--- src/rtl/bpspd_pkg.sv ---
`timescale 1ns / 1ps
package bpspd_pkg;

  // Request kinds carried in the input tuser
  typedef enum logic [1:0] {
    REQ_PORT_WR = 2'd0,
    REQ_PORT_RD = 2'd1,
    REQ_MAP_QRY = 2'd2,
    REQ_UNUSED  = 2'd3
  } req_kind_t;

  // Result data source carried in the output tuser
  typedef enum logic [1:0] {
    SRC_NONE     = 2'd0,
    SRC_SOUND    = 2'd1,
    SRC_ULA      = 2'd2,
    SRC_FLOATING = 2'd3
  } data_src_t;

  // Port decode masks and matches
  localparam logic [15:0] PAGING_PORT_MASK  = 16'h8002;
  localparam logic [15:0] SOUND_PORT_MASK   = 16'hC002;
  localparam logic [15:0] SOUND_SELECT_PORT = 16'h8000;
  localparam logic [15:0] SOUND_DATA_PORT   = 16'hC000;

  // Paging register bit positions
  localparam int LOCK_BIT     = 5;
  localparam int ROM_BANK_BIT = 4;
  localparam int VIDEO_BIT    = 3;

  // Fixed RAM banks of the middle slots
  localparam logic [2:0] SLOT1_BANK = 3'd5;
  localparam logic [2:0] SLOT2_BANK = 3'd2;

  // Packed widths on the stream ports
  localparam int IN_TDATA_W  = 24;
  localparam int OUT_TDATA_W = 16;

endpackage

--- src/rtl/bank_paging_and_sound_port_decoder.sv ---
`timescale 1ns / 1ps
// Bank paging and sound port decoder.
// Input channel (in_*): one bus request per word. in_tuser holds the request
// kind (port write, port read, memory map query); in_tdata holds the 16-bit
// bus address and the write byte.
// Output channel (out_*): one result word per request. out_tuser holds the
// data source; out_tdata holds the read byte, the map query answer and the
// current display page and lock status.
// A request is latched when it is accepted; its result word is loaded into
// the output register when the execute step ends, and is valid from then on.
// The block takes no new request until the execute step of the previous one
// ends; the sound register file is a synchronous RAM, read when a request is
// accepted and written back when its execute step ends.
// The block takes a new request while the previous result still waits in the
// output register; if that register is full when the execute cycle ends, the
// execute step holds until the receiver takes the pending word.
// Reset clears the paging register, its lock, the register select and the
// valid bits of the sound registers, so every sound register reads as zero
// until written. No clearing pass is needed.
module bank_paging_and_sound_port_decoder (
  input  logic                                clk,
  input  logic                                rst_n,
  input  logic                                in_tvalid,
  output logic                                in_tready,
  // [15:0] bus_address, [23:16] write_data
  input  logic [bpspd_pkg::IN_TDATA_W-1:0]    in_tdata,
  // [1:0] req_type
  input  logic [1:0]                          in_tuser,
  output logic                                out_tvalid,
  input  logic                                out_tready,
  // [7:0] read_data, [8] is_rom, [11:9] mapped_bank, [12] slot_writable,
  // [13] video_alt_bank, [14] paging_is_locked, [15] zero
  output logic [bpspd_pkg::OUT_TDATA_W-1:0]   out_tdata,
  // [1:0] data_source
  output logic [1:0]                          out_tuser
);
  import bpspd_pkg::*;

  typedef enum logic [1:0] {
    ST_IDLE = 2'b01,
    ST_EXEC = 2'b10
  } state_t;

  state_t      state_r, state_nxt;

  // Control state
  logic [5:0]  paging_r, paging_nxt;
  logic        lock_r, lock_nxt;
  logic [3:0]  sel_r, sel_nxt;
  logic [15:0] snd_valid_r;
  logic        out_valid_r;

  // Request and result payload
  logic [1:0]  req_r;
  logic [15:0] addr_r;
  logic [7:0]  wdata_r;
  logic [7:0]  rd_data_r;
  logic        rd_valid_r;
  logic [14:0] out_data_r;
  logic [1:0]  out_src_r;

  // Sound register file
  logic [7:0]  snd_mem [16];

  logic        accept;
  logic        out_free;
  logic        finish;
  logic        mem_we;
  logic [7:0]  snd_byte;
  logic [7:0]  res_rd;
  data_src_t   res_src;
  logic        res_rom;
  logic [2:0]  res_bank;
  logic        res_wr;
  logic        is_even;
  logic        hit_paging, hit_select, hit_data;

  assign in_tready = (state_r == ST_IDLE);
  assign accept    = in_tvalid && in_tready;
  assign out_free  = !out_valid_r || out_tready;
  assign finish    = (state_r == ST_EXEC) && out_free;

  assign out_tvalid = out_valid_r;
  assign out_tdata  = {1'b0, out_data_r};
  assign out_tuser  = out_src_r;

  // Decode the latched request
  assign is_even    = !addr_r[0];
  assign hit_paging = (addr_r & PAGING_PORT_MASK) == 16'h0000;
  assign hit_select = (addr_r & SOUND_PORT_MASK) == SOUND_SELECT_PORT;
  assign hit_data   = (addr_r & SOUND_PORT_MASK) == SOUND_DATA_PORT;
  assign snd_byte   = rd_valid_r ? rd_data_r : 8'h00;

  always_comb begin
    paging_nxt = paging_r;
    lock_nxt   = lock_r;
    sel_nxt    = sel_r;
    mem_we     = 1'b0;
    res_rd     = 8'h00;
    res_src    = SRC_NONE;
    res_rom    = 1'b0;
    res_bank   = 3'd0;
    res_wr     = 1'b0;
    case (req_kind_t'(req_r))
      REQ_PORT_WR: begin
        if (hit_paging) begin
          if (!lock_r) begin
            paging_nxt = wdata_r[5:0];
            lock_nxt   = wdata_r[LOCK_BIT];
          end
        end else if (is_even) begin
          res_src = SRC_ULA;
        end else if (hit_select) begin
          sel_nxt = wdata_r[3:0];
        end else if (hit_data) begin
          mem_we = 1'b1;
        end
      end
      REQ_PORT_RD: begin
        if (is_even) begin
          res_src = SRC_ULA;
        end else if (hit_data) begin
          res_rd  = snd_byte;
          res_src = SRC_SOUND;
        end else begin
          res_src = SRC_FLOATING;
        end
      end
      REQ_MAP_QRY: begin
        case (addr_r[15:14])
          2'b00: begin
            res_rom  = 1'b1;
            res_bank = {2'b00, paging_r[ROM_BANK_BIT]};
          end
          2'b01: begin
            res_wr   = 1'b1;
            res_bank = SLOT1_BANK;
          end
          2'b10: begin
            res_wr   = 1'b1;
            res_bank = SLOT2_BANK;
          end
          default: begin
            res_wr   = 1'b1;
            res_bank = paging_r[2:0];
          end
        endcase
      end
      default: begin
        res_src = SRC_NONE;
      end
    endcase
  end

  // Advance the sequencer
  always_comb begin
    state_nxt = state_r;
    case (state_r)
      ST_IDLE: if (accept) state_nxt = ST_EXEC;
      ST_EXEC: if (finish) state_nxt = ST_IDLE;
      default: state_nxt = ST_IDLE;
    endcase
  end

  // Control registers
  always_ff @(posedge clk) begin
    if (!rst_n) begin
      state_r     <= ST_IDLE;
      paging_r    <= 6'd0;
      lock_r      <= 1'b0;
      sel_r       <= 4'd0;
      snd_valid_r <= 16'd0;
      out_valid_r <= 1'b0;
    end else begin
      state_r <= state_nxt;
      if (finish) begin
        paging_r <= paging_nxt;
        lock_r   <= lock_nxt;
        sel_r    <= sel_nxt;
        if (mem_we) snd_valid_r[sel_r] <= 1'b1;
      end
      if (finish) begin
        out_valid_r <= 1'b1;
      end else if (out_tready) begin
        out_valid_r <= 1'b0;
      end
    end
  end

  // Latch the request and read the selected sound register
  always_ff @(posedge clk) begin
    if (accept) begin
      req_r      <= in_tuser;
      addr_r     <= in_tdata[15:0];
      wdata_r    <= in_tdata[23:16];
      rd_data_r  <= snd_mem[sel_r];
      rd_valid_r <= snd_valid_r[sel_r];
    end
  end

  // Write back the sound register
  always_ff @(posedge clk) begin
    if (finish && mem_we) snd_mem[sel_r] <= wdata_r;
  end

  // Load the output word
  always_ff @(posedge clk) begin
    if (finish) begin
      out_data_r <= {lock_nxt, paging_nxt[VIDEO_BIT], res_wr, res_bank, res_rom, res_rd};
      out_src_r  <= res_src;
    end
  end

endmodule

--- config.mk ---
export PLATFORM = sky130hd
export DESIGN_NAME = bank_paging_and_sound_port_decoder
export DESIGN_NICKNAME = d
export VERILOG_FILES = /design/src/rtl/bpspd_pkg.sv /design/src/rtl/bank_paging_and_sound_port_decoder.sv
export SDC_FILE = /design/constraint.sdc
export NUM_CORES = 1
export LEC_CHECK = 0
export ABC_AREA = 1
export BUFFER_PORTS_ARGS = -buffer_cell sky130_fd_sc_hd__clkbuf_2
export CAP_MARGIN = 10
export CORE_MARGIN = 3
export CORE_UTILIZATION = 55
export DETAILED_ROUTE_END_ITERATION = 8
export PLACE_DENSITY = 0.73
export REMOVE_ABC_BUFFERS = 1
export SLEW_MARGIN = 20
export SYNTH_ARGS = -nofsm -noshare
export SYNTH_HDL_FRONTEND = slang
export SYNTH_SLANG_ARGS = --single-unit
--- constraint.sdc ---
create_clock -name clk -period 2.35 [get_ports clk]
set_input_delay 0.47 -clock clk [delete_from_list [all_inputs] [get_ports clk]]
set_output_delay 0.47 -clock clk [all_outputs]
set_load 0.1 [all_outputs]
==> Yosys cells after proc, flatten, opt, wreduce, memory -nomap -nowiden <==
Memory sizes are Yosys's and may differ from the RTL's. A register that Yosys moved wholly into a read port is not among the register bits.
Index checks and enable logic that the tools add are counted.
{ "totals": {"reg_bits": 73, "ramBits": 128, "input_bits": 30, "out_inout_bits": 20, "elab_cells": 76, "memories": 1} }
{ "memory_table": {"columns": ["memory", "depth", "word_bits", "rd", "rd_clocked_by_memory_dff", "wr", "line", "rtl"], "rows": [
  ["snd_mem", 16, 8, 1, 1, 1, "bank_paging_and_sound_port_decoder.sv:63", "logic [7:0] snd_mem [16];"]
]} }
{ "classes": {"order_cmp": 2, "eq_ne": 10, "n_mux": 30, "n_bitwise": 3, "n_reduce_logical": 15} }
{ "op_table": {"columns": ["operator", "count"], "rows": [
  ["16-bit logical NOT", 1],
  ["1-bit 2-to-1 mux", 16],
  ["16-bit OR", 1],
  ["2-bit 2-to-1 mux", 6],
  ["4-bit 2-to-1 mux", 3],
  ["3-bit one-hot mux with 3 select lines", 1],
  ["2-bit one-hot mux with 2 select lines", 2],
  ["4-bit AND reduction", 2],
  ["2-bit by 1-bit equality test with 1-bit output (second input constant)", 3],
  ["2-bit equality test (second input constant)", 3],
  ["3-bit equality test (second input constant)", 2],
  ["4-bit by 5-bit less-than comparator with 1-bit output (second input constant)", 1],
  ["5-bit AND reduction", 1],
  ["1-bit binary-select mux with 4-bit select", 1],
  ["1-bit demux with 4-bit select", 1],
  ["4-bit by 1-bit greater-or-equal comparator with 1-bit output (second input constant)", 1],
  ["1-bit logical AND", 4],
  ["2-bit logical NOT", 2],
  ["2-bit AND reduction", 2],
  ["2-bit by 1-bit != test with 1-bit output (second input constant)", 1],
  ["2-bit != test (second input constant)", 1],
  ["1-bit inverter", 2],
  ["2-bit nonzero test", 1],
  ["1-bit logical NOT", 1],
  ["1-bit logical OR", 1]
]} }

==> Logic depth before layout (Yosys ltp) <==
{ "depth": {"depth_word": 9, "depth_mapped": 12, "depth_no_buf": 9} }

==> Least setup slack after synthesis <==
Ideal clock, no wire load.
{ "synth_timing": {"path_type": "reg-to-reg", "startpoint": "register state_r[0]", "endpoint": "register addr_r[0] (enable)", "setup_ns": 0.382, "arrival_time_ns": 2.425, "required_time_ns": 1.968, "path_slack_ns": -0.458, "stages_incl_launch_ff": 4, "path_buffers": 0, "period_less_slack_ns": 2.808, "cell_sequence": "dfxtp_1 clkinv_1 nor2_1 and2_1"} }
{ "synth_between": {"elab_chain_cells": 2} }
{ "synth_lines": {"columns": ["item", "line", "rtl"], "rows": [
  ["from (decl)", "bank_paging_and_sound_port_decoder.sv:44", "state_t state_r, state_nxt;"],
  ["from (signal assigned)", "bank_paging_and_sound_port_decoder.sv:175", "state_r <= state_nxt;"],
  ["2-bit by 1-bit equality test with 1-bit output", "bank_paging_and_sound_port_decoder.sv:78", "assign in_tready = (state_r == ST_IDLE);"],
  ["via in_tready", "bank_paging_and_sound_port_decoder.sv:24", "output logic in_tready,"],
  ["1-bit logical AND", "bank_paging_and_sound_port_decoder.sv:79", "assign accept = in_tvalid && in_tready;"],
  ["via accept", "bank_paging_and_sound_port_decoder.sv:65", "logic accept;"],
  ["to (signal assigned)", "bank_paging_and_sound_port_decoder.sv:194", "addr_r <= in_tdata[15:0];"],
  ["to (decl)", "bank_paging_and_sound_port_decoder.sv:55", "logic [15:0] addr_r;"]
]} }
The timed path passes the listed nets, and every way through them passes these cells.
A chain may end at the register's enable or synchronous reset.

==> Final worst setup path <==
{ "layout_timing": {"startpoint": "register req_r[1]", "endpoint": "memory snd_mem[11][6] (enable)"} }
{ "layout_between": {"elab_chain_cells": 5} }
{ "layout_lines": {"columns": ["item", "line", "rtl"], "rows": [
  ["from (decl)", "bank_paging_and_sound_port_decoder.sv:54", "logic [1:0] req_r;"],
  ["from (signal assigned)", "bank_paging_and_sound_port_decoder.sv:193", "req_r <= in_tuser;"],
  ["2-bit logical NOT", "bank_paging_and_sound_port_decoder.sv:104", "case (req_kind_t'(req_r))"],
  ["1-bit 2-to-1 mux", "bank_paging_and_sound_port_decoder.sv:104", null],
  ["1-bit logical AND", "bank_paging_and_sound_port_decoder.sv:203", "if (finish && mem_we) snd_mem[sel_r] <= wdata_r;"],
  ["1-bit 2-to-1 mux", "bank_paging_and_sound_port_decoder.sv:203", null],
  ["1-bit 2-to-1 mux (not written as such)", "bank_paging_and_sound_port_decoder.sv:203", null],
  ["to (decl)", "bank_paging_and_sound_port_decoder.sv:63", null]
]} }
No other way between the ends.

==> metrics.md <==
| Metric | Value |
|---|---|
| Outcome | `complete, no violations` |
| Area leader, netlist | `edfxtp_1` |
| Mapped Area | `about 0.0084 sq mm` |
| Post-place instance area | `0.008848 sq mm` |
| Syn_area_per_cell | `around 9.6 sq um` |
| DIE HEIGHT | `129.9 microns` |
| Final Non-Filler Cells | `around 1100` |
| Maximum clock rate | `a little over 500 MHz` |
| PortBufs | `36` |
| Hold buffers post-CTS | `0` |
| Mapped Cells | `approximately 900` |
| Reg clk slew, reported paths | `0.07 ns` |
| PwrDens | `733.7 mW/mm^2` |
| Synth warn | `0` |
| DRC viols | `0` |
| MaxCap Viol Count | `0` |
| Hold Path Origin | `in_tdata[15]` |
| Hold slack | `0.2097 ns` |
| Critical-path top delay cell | `edfxtp_1` |
| Top delay family on crit path | `simple AND/OR/NAND/NOR gates` |
| Clk_lat worst skew | `approximately 0.43 ns` |
| Placed Cells incl. Taps | `~1100` |
| First drt pass iteration count | `5` |
| RR Startpoint | `req_r[1]$_DFFE_PP_` |
| Largest net degree at the start of global routing | `42` |
| Final Net Count | `around 960` |
| Core area | `between 0.01 and 0.015 sq mm` |
| DR vias/cell | `5.074` |
| GRT Util Overall | `between 20% and 30%` |
| Cells along the critical path | `nor2_4, nand3_1, nor2_2, nand2_1, nor2_1, buf_4` |
| CP Max Fanout | `7` |
| CTS resizes | `0` |
| Wire per inst | `approximately 15 microns` |
| Worst Hold Class | `primary input to register` |
| Sequential area share after synthesis | `about two thirds` |
| Num rows | `between 40 and 50` |
| Grt total ovfl | `0` |
| Minimum clock period | `about 2.0 ns` |
| First-pass GRT wire length | `26.72 mm` |
| Worst Tran Pin Value | `approximately 0.84 ns` |
| Total power | `6.930 mW` |
| Synth Register Bits | `a little under 200` |
| Number of global-route vias before repair | `approximately 5000` |
| TNS Setup | `0 ns` |
| H-Tree Depth | `4` |
| CP Data Arrival Time | `roughly 2.1 ns` |
| Post-detailed-route count of antenna-violating nets | `0` |
| Crit path from | `req_r[1]$_DFFE_PP_` |
| CP required | `2.49 ns` |
| Die ar. | `between 0.015 and 0.02 sq mm` |
| Gpl congestion | `approximately 0.83` |
| Cell area after layout | `between 0.009 and 0.01 sq mm` |
| Post-CTS setup buffers | `0` |
| Final wirelength | `~17 mm` |
| CTS buffer count | `17` |
| Io pins | `50` |
| TritonCTS clock tree | `built` |
| Crit. End Element | `register` |
| CTS root buf | `clkbuf_16` |
| Chip width | `between 100 and 150 microns` |
| CTS sink count | `between 150 and 200` |
| Fillcell total | `1171` |
| CP startpoint kind | `register` |
| Post-synth cell types | `24` |
| Fin. Hold Viols | `0` |
| Drt initial violations | `roughly 540` |
| Area Overhead vs Synth | `11.95%` |
| Top-area cell type share of the netlist area | `59.80%` |
| Slew margin rel. | `roughly 44%` |
| Fraction of layout cells with a size suffix above 1 | `roughly an eighth` |
| Unrepaired setup endpoints after global routing | `false` |
| Initial antenna violation count | `0` |
| Crit-path max cell delay | `0.44 ns` |
| Max-slew violations | `0` |
| Static Leak | `a little under 4 nW` |
| Synth top area cells | `edfxtp_1 (60%), nand2_1 (20%), dfxtp_1 (6.9%)` |
| Vias post-DR | `5724` |
| Final setup vio count | `0` |
| Clock Skew | `about 0.009 ns` |
| Ant diodes | `0` |
| Initial Util | `57.18%` |
| CTS Buffer Depth | `2` |
| Final worst-path cycle share | `between 80% and 90%` |
| Buf/Inv on CP | `1` |
| CP Class | `register to register` |
| HPWL Detailed | `~11 mm` |
| IR Drop Worst-Case VDD | `~0.00054 V` |
layout by cell type (no fill, tap or decap), drive strengths merged:
master and n:
conb 1, nand2 457, bufinv 3, clkinvlp 2, inv 63, buf 32, a21oi 21, clkbuf 59
o32ai 1, nand3 19, dfxtp 29, o21ai 10, edfxtp 168, o21bai 5, nor3 1, clkinv 6
and2 1, nor2 66
per-stage QoR:
step	utilization, %	setup WS [ns]
floorplan	-	-1.163
global placement	59.97	0.4135
detailed placement	59.97	0.3795
CTS	64.02	0.3860
global route	64.02	0.2300
finish	64.02	0.3999
final timing paths:
path	endpoint	cells past startpoint	slack, ns
worst max register to register	snd_mem[11][6]$_DFFE_PP_	6	0.40
worst min register to register	snd_valid_r[11]$_SDFFE_PN0P_	2	0.48
worst min-delay path	addr_r[15]$_DFFE_PP_	1	0.21
worst max-delay path	snd_mem[11][6]$_DFFE_PP_	6	0.40
area by class of cell:
type                            instances  area (sq um)  share of cell area [%]
Clock inverter                          9         128.9                   1.364
Inverter                               65         244.0                   2.583
Multi-Input combinational cell        582          2327                   24.64
Tap cell                              184         230.2                   2.437
Sequential cell                       197          5627                   59.57
Timing Repair Buffer                   68         420.4                   4.451
Clock buffer                           23         467.9                   4.954
report_power, final:
| part | internal (mW) | leakage [nW] | total [mW] | switching, mW |
|---|---|---|---|---|
| sequential | 3.83 | 1.76 | 3.88 | 0.0582 |
| clock | 1.73 | 0.287 | 2.90 | 1.18 |
| combinational | 0.0315 | 1.92 | 0.142 | 0.110 |
routing by layer:
layer / track usage [%] / up-vias / wire, microns
li1: - / 2891 / -
met3: 4.585 / 25 / 1284
met2: 32.91 / 198 / 8083
met4: 7.702 / 0 / 282
met1: 30.17 / 2610 / 7234
met5: 0 / - / 0
cells in the mapped netlist, drive strengths merged:
cell type  count
nand2        457
edfxtp       168
nor2          66
inv           63
dfxtp         29
buf           27
a21oi         21
nand3         19
o21ai         10
clkbuf         9
o21bai         5
clkinv         2
and2           1
conb           1
nor3           1
o32ai          1
worst register-to-register path: cells and delay by family (launching register included):
kind	cells	cell delay (ns)
DFF	1	0.44
and+or+nand+nor	5	1.01
buffers and inverters	1	0.21
state kept, by name, summed over array words and instances, names as in the netlist:
signal and flops:
addr_r 4, lock_r 1, out_data_r 15, out_tuser 2, out_tvalid 1, paging_r 5, rd_data_r 8, rd_valid_r 1
req_r 2, sel_r 4, snd_mem 128, snd_valid_r 16, state_r 2, wdata_r 8
logic make-up (layout without fill, tap and decap cells):
logic type | Yosys count | after routing | share of synthesized area (%)
simple gates | 544 | 544 | 25.15
flops | 197 | 197 | 66.68
compound gates | 37 | 37 | 2.388
other cells | 1 | 1 | 0.04445
buf+inv | 101 | 165 | 5.739
Power figures use the tool's default switching activity.
